<file path="src/rfc_pkg.sv">
// ----------------------------------------------------------------------------
// Register Fletcher checksum package
// Widths, item type and the modulo 2^32-1 reduction helpers.
// ----------------------------------------------------------------------------
package rfc_pkg;

   localparam int WORD_W = 64;
   localparam int SUM_W  = 32;

   localparam logic [SUM_W:0] MOD_33  = {1'b0, {SUM_W{1'b1}}};
   localparam logic [SUM_W:0] MOD2_33 = {{SUM_W{1'b1}}, 1'b0};

   typedef struct packed {
      logic              last;
      logic [WORD_W-1:0] word;
   } item_type;

   // reduce a value in [0, 2*MOD] to [0, MOD)
   function automatic logic [SUM_W-1:0] reduce33(input logic [SUM_W:0] t);
      logic [SUM_W:0] d;
      d = t - MOD_33;
      if (t == MOD2_33)
         return '0;
      else if (t >= MOD_33)
         return d[SUM_W-1:0];
      else
         return t[SUM_W-1:0];
   endfunction

   // 64-bit value modulo 2^32-1: end-around fold of the two halves
   function automatic logic [SUM_W-1:0] fold64(input logic [WORD_W-1:0] s);
      logic [SUM_W:0] t;
      t = {1'b0, s[WORD_W-1:SUM_W]} + {1'b0, s[SUM_W-1:0]};
      return reduce33(t);
   endfunction

   // (a + b) modulo 2^32-1, both operands already reduced
   function automatic logic [SUM_W-1:0] add_mod(input logic [SUM_W-1:0] a,
                                                input logic [SUM_W-1:0] b);
      logic [SUM_W:0] t;
      t = {1'b0, a} + {1'b0, b};
      return reduce33(t);
   endfunction

endpackage

</file>
<file path="src/register_fletcher_checksum.sv">
// ----------------------------------------------------------------------------
// Register Fletcher checksum
// Fletcher-64 style checksum (modulus 2^32-1) over a stream of register words.
// ----------------------------------------------------------------------------
//  channel | dir | tdata                  | tlast
//  req_    | in  | [63:0] word            | last word of the block
//  rsp_    | out | [63:0] checksum        | -
//
//  One beat per cycle unless a final word waits behind an untaken result;
//  words wait in the input register, the final checksum in the result one.
//  The feedback path is the 64-bit add into the low sum, its fold modulo
//  2^32-1, and the high-sum add that follows it.
//  reset (synchronous) clears both sums and empties both registers.
//  req_tready drops only while a final word waits behind an untaken result.
// ----------------------------------------------------------------------------
module register_fletcher_checksum
   import rfc_pkg::*;
(
   input  logic              clock,
   input  logic              reset,
   input  logic              req_tvalid,
   output logic              req_tready,
   input  logic [WORD_W-1:0] req_tdata,    // [63:0] word
   input  logic              req_tlast,
   output logic              rsp_tvalid,
   input  logic              rsp_tready,
   output logic [WORD_W-1:0] rsp_tdata     // [63:0] checksum
);

   item_type          in_item, cur_item;
   logic              in_vld, fire, req_beat, rsp_beat;
   logic              out_vld;
   logic [WORD_W-1:0] checksum;

   assign in_item.word = req_tdata;
   assign in_item.last = req_tlast;

   // A beat moves on unless it is final and the result slot is still full.
   assign rsp_beat   = out_vld & rsp_tready;
   assign fire       = in_vld & (~cur_item.last | ~out_vld | rsp_tready);
   assign req_tready = ~in_vld | fire;
   assign req_beat   = req_tvalid & req_tready;

   rfc_in_reg u_in (
      .clock   (clock),
      .reset   (reset),
      .load    (req_beat),
      .item_in (in_item),
      .consume (fire),
      .vld     (in_vld),
      .item    (cur_item)
   );

   rfc_sum_unit u_sum (
      .clock    (clock),
      .reset    (reset),
      .fire     (fire),
      .item     (cur_item),
      .checksum (checksum)
   );

   rfc_out_reg u_out (
      .clock   (clock),
      .reset   (reset),
      .load    (fire & cur_item.last),
      .data_in (checksum),
      .take    (rsp_beat),
      .vld     (out_vld),
      .data    (rsp_tdata)
   );

   assign rsp_tvalid = out_vld;

endmodule

</file>
<file path="src/rfc_in_reg.sv">
// ----------------------------------------------------------------------------
// Input register
// Holds one accepted beat until the sum unit consumes it.
// ----------------------------------------------------------------------------
module rfc_in_reg
   import rfc_pkg::*;
(
   input  logic     clock,
   input  logic     reset,
   input  logic     load,
   input  item_type item_in,
   input  logic     consume,
   output logic     vld,
   output item_type item
);

   logic     vld_ff, vld_in;
   item_type item_ff;

   always_comb begin
      vld_in = vld_ff;
      if (consume) vld_in = 1'b0;
      if (load) vld_in = 1'b1;
   end

   always_ff @(posedge clock) begin
      if (reset) begin
         vld_ff <= 1'b0;
      end else begin
         vld_ff <= vld_in;
      end
   end

   always_ff @(posedge clock) begin
      if (load) item_ff <= item_in;
   end

   assign vld  = vld_ff;
   assign item = item_ff;

endmodule

</file>
<file path="src/rfc_sum_unit.sv">
// ----------------------------------------------------------------------------
// Fletcher sum unit
// Running sums modulo 2^32-1; forms the checksum on the final beat.
// ----------------------------------------------------------------------------
module rfc_sum_unit
   import rfc_pkg::*;
(
   input  logic              clock,
   input  logic              reset,
   input  logic              fire,
   input  item_type          item,
   output logic [WORD_W-1:0] checksum
);

   logic [SUM_W-1:0]  low_ff, low_in, high_ff, high_in;
   logic [SUM_W-1:0]  low_nx, high_nx;
   logic [WORD_W-1:0] wide_sum;

   always_comb begin
      wide_sum = {{(WORD_W-SUM_W){1'b0}}, low_ff} + item.word;   // wraps at 64 bits
      low_nx   = low_ff;
      high_nx  = high_ff;
      if (item.word != '0) begin
         low_nx  = fold64(wide_sum);
         high_nx = add_mod(high_ff, low_nx);
      end
      checksum = {high_nx, low_nx};
      low_in   = low_ff;
      high_in  = high_ff;
      if (fire) begin
         low_in  = item.last ? '0 : low_nx;
         high_in = item.last ? '0 : high_nx;
      end
   end

   always_ff @(posedge clock) begin
      if (reset) begin
         low_ff  <= '0;
         high_ff <= '0;
      end else begin
         low_ff  <= low_in;
         high_ff <= high_in;
      end
   end

endmodule

</file>
<file path="src/rfc_out_reg.sv">
// ----------------------------------------------------------------------------
// Result register
// Holds one checksum beat until the sink takes it.
// ----------------------------------------------------------------------------
module rfc_out_reg
   import rfc_pkg::*;
(
   input  logic              clock,
   input  logic              reset,
   input  logic              load,
   input  logic [WORD_W-1:0] data_in,
   input  logic              take,
   output logic              vld,
   output logic [WORD_W-1:0] data
);

   logic              vld_ff, vld_in;
   logic [WORD_W-1:0] data_ff;

   always_comb begin
      vld_in = vld_ff;
      if (take) vld_in = 1'b0;
      if (load) vld_in = 1'b1;
   end

   always_ff @(posedge clock) begin
      if (reset) begin
         vld_ff <= 1'b0;
      end else begin
         vld_ff <= vld_in;
      end
   end

   always_ff @(posedge clock) begin
      if (load) data_ff <= data_in;
   end

   assign vld  = vld_ff;
   assign data = data_ff;

endmodule

</file>
<file path="config.mk">
export PLATFORM = sky130hd
export DESIGN_NAME = register_fletcher_checksum
export DESIGN_NICKNAME = d
export VERILOG_FILES = /design/src/rfc_pkg.sv /design/src/register_fletcher_checksum.sv /design/src/rfc_in_reg.sv /design/src/rfc_sum_unit.sv /design/src/rfc_out_reg.sv
export SDC_FILE = /design/constraint.sdc
export NUM_CORES = 1
export LEC_CHECK = 0
export ABC_AREA = 1
export BUFFER_PORTS_ARGS = -buffer_cell sky130_fd_sc_hd__buf_2
export CORE_ASPECT_RATIO = 1.5
export CORE_MARGIN = 2
export CORE_UTILIZATION = 45
export CTS_BUF_LIST = sky130_fd_sc_hd__clkbuf_16
export DETAILED_ROUTE_END_ITERATION = 12
export PLACE_DENSITY = 0.64
export SKIP_LAST_GASP = 1
export SLEW_MARGIN = 30
export SYNTH_ARGS = -nofsm -noshare
export SYNTH_HDL_FRONTEND = slang
export SYNTH_SLANG_ARGS = --single-unit
</file>
<file path="constraint.sdc">
create_clock -name clock -period 8.6 [get_ports clock]
set_clock_uncertainty 0.05 [all_clocks]
set_input_delay 0.86 -clock clock [delete_from_list [all_inputs] [get_ports clock]]
set_output_delay 0.86 -clock clock [all_outputs]
set_load 0.01 [all_outputs]
</file>
==> flow_metrics.py, run 1 <==
metrics = {
    "outcome": {
        "status": "finished clean",
    },
    "route": {
        "routed_via_density": 5.37,
        "vias": 22132,
        "routedWlPerCell_um": 19.9,
        "detail_route.first_pass.iterations": 8,
        "ant_nets": 0,
        "drt_iter0_markers": 1383,
        "drc": 0,
        "totalWireLength_mm": 82.2,
    },
    "synth": {
        "ys_async_sr_fraction": 0,
        "synthCells": 2959,
        "synth.distinct_cells": 50,
        "synth_area_leaders": "edfxtp_1 (21%), nand2_1 (20%), inv_1 (9.7%)",
        "synth_warnings": 0,
        "avgSynthCellArea_um2": 6.31,
        "synth.top_cell.area_share": 0.207,
        "synth_nets": 3131,
        "synth-seq-cells": 195,
        "synth_area_um2": 18700,
        "synth_seq_area_share": 0.278,
        "synth_edf_count": 129,
        "synth_top_area_cell": "edfxtp_1",
        "ys.flop_type": "edfxtp_1",
    },
    "placement": {
        "gp_congestion": 1.08,
        "portBuffers": 134,
        "dpl.cell_count": 4055,
        "place_hpwl_mm": 66.5,
    },
    "worst_setup_path": {
        "criticalPathCategory": "flop to flop",
        "cpMostUsedCell": "nand2_1",
        "crit_slowest_cell": "edfxtp_1",
        "arrival_ns": 8.62,
        "crit_path_max_fanout": 10,
        "worstPathRequired_ns": 8.88,
        "end_kind": "flop",
        "crit_family": "simple AND/OR/NAND/NOR gates",
        "cp.buffers_inverters": 13,
        "critical-path-max-stage-delay_ns": 0.43,
        "startpoint_type": "flop",
    },
    "sta": {
        "hold_viol": 0,
        "slew_viol_final": 0,
        "setup_violations": 0,
        "max_slew_margin": 0.408,
        "max_freq_mhz": 120,
        "worstMarginPinSlew_ns": 0.888,
        "fin_crit_sh": 0.969,
        "fin_crit_ns": 8.34,
    },
    "floorplanning": {
        "die_w_um": 170,
        "initial_utilization": 0.456,
        "io_pins": 135,
        "dieArea_um2": 43200,
        "core_area_um2": 41000,
        "num_rows": 91,
        "die_y_um": 253,
    },
    "clock_tree": {
        "cts_max_level": 4,
        "clk_latency_ns": 0.50,
        "numClockSinks": 195,
        "cts_root_buffer": "clkbuf_16",
        "cts_made_buffers": 17,
        "clkTransAtPathRegs_ns": 0.10,
        "cts_buffer_depth": 2,
        "cts_tree": "done",
    },
    "finish": {
        "final_nets": 3769,
        "final_cells": 4121,
        "antenna_cells": 0,
        "area_growth_pct": 41.6,
        "drive_gt1_frac": 0.324,
    },
    "global_route": {
        "grt_start_max_net_pins": 67,
        "grt_pass1_vias": 21531,
        "antenna_found_initial": 3,
        "grt_usage": 0.372,
        "overflow": 0,
        "grt_pass1_wl_mm": 118,
    },
    "power_and_ir_drop": {
        "power_density_nw_per_um2": 313,
        "leakage_nw": 13.2,
        "totalPowerFinal_mw": 8.27,
        "ir_worst_vdd_v": 0.000164,
    },
    "worst_hold_path": {
        "hold_class": "flop to flop",
    },
    "flow_run": {
        "drv_cap": 0,
    },
}
-- cell type report --
class                           count  area (um2)
Clock buffer                       17         425
Clock inverter                     15         219
Fill cell                        3732       14500
Inverter                          491        1850
Multi-Input combinational cell   2212       13100
Sequential cell                   195        5200
Tap cell                          511         639
Timing Repair Buffer              680        4970
-- registers in the layout, indices dropped and copies added (netlist names) --
register / flops
u_in.item: 65
u_out.data: 64
u_sum.high_ff: 32
u_sum.low_ff: 32
u_in.vld: 1
u_out.vld: 1
-- cell usage after synthesis, types with 2 or more instances --
cell and n:
nor2_1 255, ha_1 100, a21oi_2 5, nand3_1 225
nand2_1 990, o221ai_1 3, nand3b_1 17, nand2_2 31
a21boi_0 34, xnor2_1 28, o31ai_1 2, fa_1 3
nor3_2 2, nand4_1 112, dfxtp_1 66, inv_1 485
a31oi_1 4, o21ai_1 3, and2_1 12, edfxtp_1 129
inv_2 6, xor2_1 75, o21bai_1 5, o21a_1 6
buf_4 3, nor2_4 2, buf_1 5, and3_1 2
or2_2 36, nor4_1 18, clkbuf_1 31, buf_2 16
nor3_1 41, o21ai_0 17, nand3_2 15, buf_6 4
a21oi_1 145, nor2_2 14
-- kinds of logic after synthesis --
family	after synthesis	share of synthesized area
AO/OA/AOI/OAI	228	0.0701
buffers and inverters	552	0.116
XOR/XNOR	104	0.0492
AND/OR/NAND/NOR	1777	0.417
flip-flops	195	0.278
adder cells (fa/ha/maj)	103	0.0702
-- timing repair --
action	4_1_cts	5_1_grt
buffers inserted	3	27
pin swaps	7	96
gates resized for setup	89	358
cloned	0	4
hold buffers	0	0
setup endpoints to repair	64	64
-- worst paths after layout --
path	from	endpoint	slack (ns)	cells past startpoint
worst min-delay path	u_sum.low_ff[21]	u_sum.low_ff[21]	0.45	2
worst min register to register	u_sum.low_ff[21]	u_sum.low_ff[21]	0.45	2
worst max register to register	u_in.item[0]	u_sum.high_ff[8]	0.26	60
worst max-delay path	u_in.item[0]	u_sum.high_ff[8]	0.26	60
-- placed cells by master, fill, tap and decap left out, types with 33 or more instances in the layout --
master / Yosys / layout
nor2_4: 2 / 47
buf_2: 16 / 133
or2_2: 36 / 36
ha_1: 100 / 60
dfxtp_1: 66 / 63
edfxtp_1: 129 / 129
xor2_1: 75 / 69
nand2_2: 31 / 117
nand3_1: 225 / 187
nand2_1: 990 / 896
inv_1: 485 / 472
buf_4: 3 / 529
a21boi_0: 34 / 33
nor2_1: 255 / 163
a21oi_1: 145 / 120
nand4_1: 112 / 112
nor2_2: 14 / 61
nand3_2: 15 / 44
-- tightest hold or removal path, stage by stage, from the launching register on --
cell,delay [ns]
dfxtp_1,0.34
nand2_1,0.07
a21oi_1,0.06
-- power by group --
group / switching, mW / internal (mW) / leakage [nW] / total (mW)
registers: 0.0831 / 1.18 / 1.76 / 1.27
clock network: 0.495 / 0.413 / 0.313 / 0.908
logic: 3.47 / 2.62 / 11.1 / 6.09
-- metrics by stage --
stage          area [um2]  hold slack [ns]  setup TNS [ns]  worst slack, ns   util
6_report            26400            0.449               0            0.263  0.645
5_1_grt             26400            0.466           -5.93           -0.193  0.645
3_3_place_gp        23600            0.421          -53.18            -1.09  0.576
4_1_cts             24600            0.440               0           0.0186  0.601
3_5_place_dp        23600            0.425          -61.96            -1.17  0.576
2_1_floorplan       18700            0.407               0             1.16      -
-- routing by layer --
| metal | vias to the layer above | wire [um] | GRT usage |
|---|---|---|---|
| met5 | - | 0 | 0 |
| met3 | 394 | 3670 | 0.0495 |
| met2 | 829 | 42300 | 0.691 |
| met4 | 0 | 10000 | 0.370 |
| met1 | 10164 | 26200 | 0.337 |
| li1 | 10745 | - | - |
No activity file was read; power rests on OpenSTA's default activity.
==> inputs of run 2 (changes only) <==
--- a/config.mk
+++ b/config.mk
@@ -13,6 +13,7 @@
 export CTS_BUF_LIST = sky130_fd_sc_hd__clkbuf_16
 export DETAILED_ROUTE_END_ITERATION = 12
 export PLACE_DENSITY = 0.64
+export REMOVE_ABC_BUFFERS = 1
 export SKIP_LAST_GASP = 1
 export SLEW_MARGIN = 30
 export SYNTH_ARGS = -nofsm -noshare
==> run 2 against run 1 <==
  * Sequential power hardly changed
  * Wire length decreased by 8.0%
  * Critical path depth down 9
  * Combinational power fell by 5.7%
  * Global-route usage decreased by 2.5 points
  * Non-clock buffer count down 67
  * First-iteration DRC count grew 5.8%
  * Utilization down 3.0 points
  * Largest power group unchanged
  * Highest routed layer unchanged
==> flow_metrics.py, run 2 (same netlist as run 1, synthesis figures left out) <==
metrics = {
    "worst_hold_path": {
        "hold_class": "flop to flop",
        "hold_path_startpoint": "u_sum.high_ff[7]",
        "holdPathStages": 2,
    },
    "clock_tree": {
        "clkTransAtPathRegs_ns": 0.08,
        "cts_buffer_depth": 2,
        "numClockSinks": 195,
        "cts_made_buffers": 17,
        "cts_tree": "done",
        "clk_latency_ns": 0.50,
        "cts_root_buffer": "clkbuf_16",
        "cts_max_level": 4,
    },
    "worst_setup_path": {
        "crit_path_max_fanout": 16,
        "arrival_ns": 8.50,
        "startpoint_type": "flop",
        "criticalPathCategory": "flop to flop",
        "critical-path-max-stage-delay_ns": 0.40,
        "worstPathRequired_ns": 8.89,
        "critPathLaunch": "u_in.item[0]",
        "cpMostUsedCell": "nand2_1",
        "crit_slowest_cell": "edfxtp_1",
        "reg2reg_from": "u_in.item[0]",
        "end_kind": "flop",
        "r2r_cells": 51,
    },
    "power_and_ir_drop": {
        "power_density_nw_per_um2": 311,
        "leakage_nw": 12.7,
        "totalPowerFinal_mw": 7.85,
        "ir_worst_vdd_v": 0.000163,
    },
    "finish": {
        "drive_gt1_frac": 0.286,
        "layout_commonest_cell": "nand2_1",
        "antenna_cells": 0,
        "final_cell_mix": "nand2_1 (926), inv_1 (474), buf_4 (467), nand3_1 (196), nor2_1 (182)",
        "area_growth_pct": 35.0,
        "utilization": 0.615,
        "final_cells": 4054,
        "nFillCells": 3796,
        "largest_reg_flops": 65,
        "final_nets": 3702,
    },
    "floorplanning": {
        "die_y_um": 253,
        "dieArea_um2": 43200,
        "initial_utilization": 0.456,
        "core_area_um2": 41000,
        "die_w_um": 170,
        "io_pins": 135,
        "num_rows": 91,
    },
    "route": {
        "vias": 21730,
        "drt_iter0_markers": 1463,
        "drc": 0,
        "detail_route.first_pass.iterations": 6,
        "routed_via_density": 5.36,
        "ant_nets": 0,
        "routedWlPerCell_um": 18.6,
        "totalWireLength_mm": 75.6,
    },
    "sta": {
        "setup_violations": 0,
        "rsz0062_at_grt": "yes",
        "max_slew_margin": 0.353,
        "whs_ns": 0.451,
        "max_freq_mhz": 122,
        "hold_viol": 0,
        "slew_viol_final": 0,
        "worstMarginPinSlew_ns": 0.961,
        "fin_crit_ns": 8.21,
        "fin_crit_sh": 0.955,
    },
    "placement": {
        "dpl.cell_count": 4009,
        "portBuffers": 134,
        "place_hpwl_mm": 61.4,
        "gp_congestion": 1.17,
    },
    "global_route": {
        "grt_pass1_wl_mm": 113,
        "grt_usage": 0.347,
        "antenna_found_initial": 0,
        "overflow": 0,
        "grt_start_max_net_pins": 67,
        "grt_pass1_vias": 21439,
    },
    "outcome": {
        "status": "finished clean",
    },
    "flow_run": {
        "drv_cap": 0,
    },
}
## run 2: cell count changes in the layout (fill, tap and decap cells not counted), sizes merged
cell	previous run	this run
buf	676	611
inv	501	498
clkinvlp	1	0
clkinv	4	6
## run 2: per-stage QoR
step                setup slack (ns)  instance area, um2  TNS [ns]
floorplan                    -0.0160               18400   -0.0407
global placement              -0.534               23200    -27.13
detailed placement            -0.626               23200    -32.07
CTS                          0.00265               24000         0
global route                  -0.131               25200     -2.90
finish                         0.391               25200         0
## run 2: layer usage
metal	vias up	share of wire	GRT usage
li1	10589	-	-
met1	10068	0.33	0.308
met2	727	0.52	0.643
met3	346	0.041	0.0561
met4	0	0.11	0.348
met5	-	0	0
## run 2: power by group
part           switching [mW]  total, mW  internal (mW)
registers              0.0789       1.26           1.18
clock network           0.429      0.848          0.420
logic                    3.30       5.74           2.45
## run 2: layout make-up
type / instances / area [um2] / share of cell area
clock buffers: 19 / 475 / 0.0189
multi-input cells: 2212 / 12500 / 0.497
repair buffers: 613 / 4380 / 0.174
well taps: 511 / 639 / 0.0254
flip-flops and latches: 195 / 5190 / 0.206
clock inverters: 13 / 136 / 0.00541
inverters: 491 / 1840 / 0.0731
## run 2: path summary, 6_finish.rpt
path / endpoint / slack [ns]
setup / recovery: u_sum.high_ff[27] / 0.39
hold / removal: u_sum.high_ff[7] / 0.45
setup reg to reg: u_sum.high_ff[27] / 0.39
hold reg to reg: u_sum.high_ff[7] / 0.45
## run 2: worst max-delay path, delay by kind of cell (launching register included)
| kind | cells | cell delay (ns) |
|---|---|---|
| compound gates | 4 | 0.57 |
| simple gates | 31 | 4.04 |
| fa+ha+maj | 4 | 1.31 |
| buf+inv | 11 | 1.55 |
| flops | 1 | 0.40 |
| xor+xnor | 1 | 0.16 |
## run 2: timing repair
item                                    4_1_cts  5_1_grt
setup buffers                                 1        9
gates resized for setup                      41      261
gates cloned                                  0        3
pin swaps                                     2       51
hold buffers                                  0        0
hold endpoints to repair                      0        0
endpoints found under the setup margin       64       64
==> inputs of run 3 (changes only) <==
--- a/config.mk
+++ b/config.mk
@@ -9,10 +9,10 @@
 export BUFFER_PORTS_ARGS = -buffer_cell sky130_fd_sc_hd__buf_2
 export CORE_ASPECT_RATIO = 1.5
 export CORE_MARGIN = 2
-export CORE_UTILIZATION = 45
+export CORE_UTILIZATION = 35
 export CTS_BUF_LIST = sky130_fd_sc_hd__clkbuf_16
 export DETAILED_ROUTE_END_ITERATION = 12
-export PLACE_DENSITY = 0.64
+export PLACE_DENSITY = 0.53
 export REMOVE_ABC_BUFFERS = 1
 export SKIP_LAST_GASP = 1
 export SLEW_MARGIN = 30
==> run 3 against run 2 <==
  * Die area rose by 28%
  * Via count decreased by 1.4%
  * Fmax down 1.0%
  * Highest routed layer unchanged
  * Cell area grew 4.7%
==> flow_metrics.py, run 3 (same netlist as run 1, synthesis figures left out) <==
metrics = {
    "sta": {
        "setup_tns_ns": 0,
        "slew_viol_final": 0,
        "max_slew_margin": 0.402,
        "fin_crit_sh": 0.964,
        "setup_violations": 0,
        "fin_crit_ns": 8.29,
        "max_freq_mhz": 121,
        "worstMarginPinSlew_ns": 0.897,
        "hold_viol": 0,
    },
    "route": {
        "detail_route.first_pass.iterations": 5,
        "drt_iter0_markers": 1038,
        "ant_nets": 0,
        "dr_wl_met2_mm": 44.3,
        "wl_met3_mm": 2.13,
        "routedWlPerCell_um": 18.7,
        "routed.top_layer": "met4",
        "totalWireLength_mm": 80.8,
        "routed_via_density": 4.95,
        "vias": 21436,
        "drc": 0,
        "wl_met1_mm": 26.2,
    },
    "finish": {
        "drive_gt1_frac": 0.315,
        "nFillCells": 5410,
        "design_area_um2": 26400,
        "final_cell_mix": "nand2_1 (928), buf_4 (565), inv_1 (471), nor2_1 (179), nand3_1 (179)",
        "antenna_cells": 0,
        "layout_commonest_cell": "nand2_1",
        "final_cells": 4332,
        "largest_reg_flops": 65,
        "area_growth_pct": 41.3,
        "final_nets": 3809,
    },
    "power_and_ir_drop": {
        "leakage_nw": 13.3,
        "pwr-share-clk": 0.106,
        "p_int_mw": 4.18,
        "p_sw_frac": 0.480,
        "power_density_nw_per_um2": 305,
        "p_comb_frac": 0.737,
        "p_switching_mw": 3.86,
        "totalPowerFinal_mw": 8.04,
        "sequentialPowerShare": 0.158,
        "ir_worst_vdd_v": 0.000174,
    },
    "worst_setup_path": {
        "crit_family": "simple AND/OR/NAND/NOR gates",
        "arrival_ns": 8.61,
        "crit_slowest_cell": "edfxtp_1",
        "cp.buffers_inverters": 18,
        "criticalPathCategory": "flop to flop",
        "crit_path_max_fanout": 16,
        "worstPathRequired_ns": 8.91,
        "end_kind": "flop",
        "critical-path-max-stage-delay_ns": 0.44,
        "ff2ff_setup_slack_ns": 0.31,
        "startpoint_type": "flop",
    },
    "clock_tree": {
        "cts_tree": "done",
        "clkTransAtPathRegs_ns": 0.09,
        "clk_latency_ns": 0.50,
        "cts_root_buffer": "clkbuf_16",
        "cts_max_level": 4,
        "cts_buffer_depth": 2,
        "cts_made_buffers": 17,
        "numClockSinks": 195,
    },
    "placement": {
        "gp_congestion": 1.04,
        "dpl.cell_count": 4273,
        "place_hpwl_mm": 67.8,
        "portBuffers": 134,
        "placed_cell_area_um2": 24200,
    },
    "floorplanning": {
        "initial_utilization": 0.354,
        "io_pins": 135,
        "core_area_um2": 52700,
        "die_w_um": 193,
        "dieArea_um2": 55300,
        "die_y_um": 287,
        "num_rows": 103,
    },
    "worst_hold_path": {
        "hold_class": "flop to flop",
    },
    "global_route": {
        "grt_pass1_wl_mm": 119,
        "antenna_found_initial": 1,
        "grt_usage": 0.292,
        "overflow": 0,
        "grt_pass1_vias": 21713,
        "grt_start_max_net_pins": 99,
    },
    "outcome": {
        "status": "finished clean",
    },
    "flow_run": {
        "drv_cap": 0,
    },
}
[run 3: cell count changes in the layout (fill, tap and decap cells not counted), sizes merged]
cell / before / now
clkinvlp: 0 / 1
inv: 498 / 495
buf: 611 / 719
clkinv: 6 / 10
clkbuf: 21 / 18
[run 3: cell type report]
class / instances / area, um2 / area share
clock inverter: 15 / 189 / 0.00716
sequential: 195 / 5200 / 0.197
multi-input combinational: 2212 / 12600 / 0.479
tap: 682 / 853 / 0.0323
inverter: 491 / 1850 / 0.0702
timing repair buffer: 720 / 5230 / 0.198
clock buffer: 17 / 425 / 0.0161
[run 3: per-stage QoR]
stage / utilization / hold WS (ns) / setup WS [ns]
finish: 0.501 / 0.448 / 0.307
floorplan: - / 0.401 / -0.0160
CTS: 0.476 / 0.446 / -0.0169
global placement: 0.458 / 0.432 / -1.15
detailed placement: 0.459 / 0.433 / -1.29
global route: 0.501 / 0.456 / -0.194
[run 3: path summary, 6_finish.rpt]
kind / endpoint / cells past startpoint / startpoint
max: u_sum.high_ff[28] / 61 / u_in.item[1]
min reg2reg: u_sum.low_ff[18] / 2 / u_sum.low_ff[18]
max reg2reg: u_sum.high_ff[28] / 61 / u_in.item[1]
min: u_sum.low_ff[18] / 2 / u_sum.low_ff[18]
[run 3: worst register-to-register path: cells and delay by family (launching register included)]
family / cells / cell delay, ns
compound gates: 5 / 0.62
xor+xnor: 1 / 0.15
fa+ha+maj: 3 / 0.99
buf+inv: 18 / 2.39
flops: 1 / 0.44
simple gates: 34 / 3.50
[run 3: power groups by stage]
stage	Clock, mW	Sequential [mW]	Combinational, mW
after floorplan	0	1.27	2.70
after global placement	0	1.28	5.37
after detailed placement	0	1.28	5.41
after CTS	0.877	1.26	5.51
after global routing	0.910	1.28	6.48
final	0.849	1.27	5.92
[run 3: per-layer routing]
layer / GRT usage / up-vias
met5: 0 / -
met4: 0.261 / 0
met2: 0.568 / 490
met1: 0.257 / 9886
met3: 0.0322 / 240
li1: - / 10820
[run 3: what timing repair did]
| action | 4_1_cts | 5_1_grt |
|---|---|---|
| buffers inserted | 3 | 21 |
| endpoints found under the hold margin | 0 | 0 |
| setup endpoints to repair | 64 | 64 |
| pin swaps | 9 | 55 |
| gates resized for setup | 73 | 270 |
| cloned | 0 | 3 |
| hold buffers | 0 | 0 |
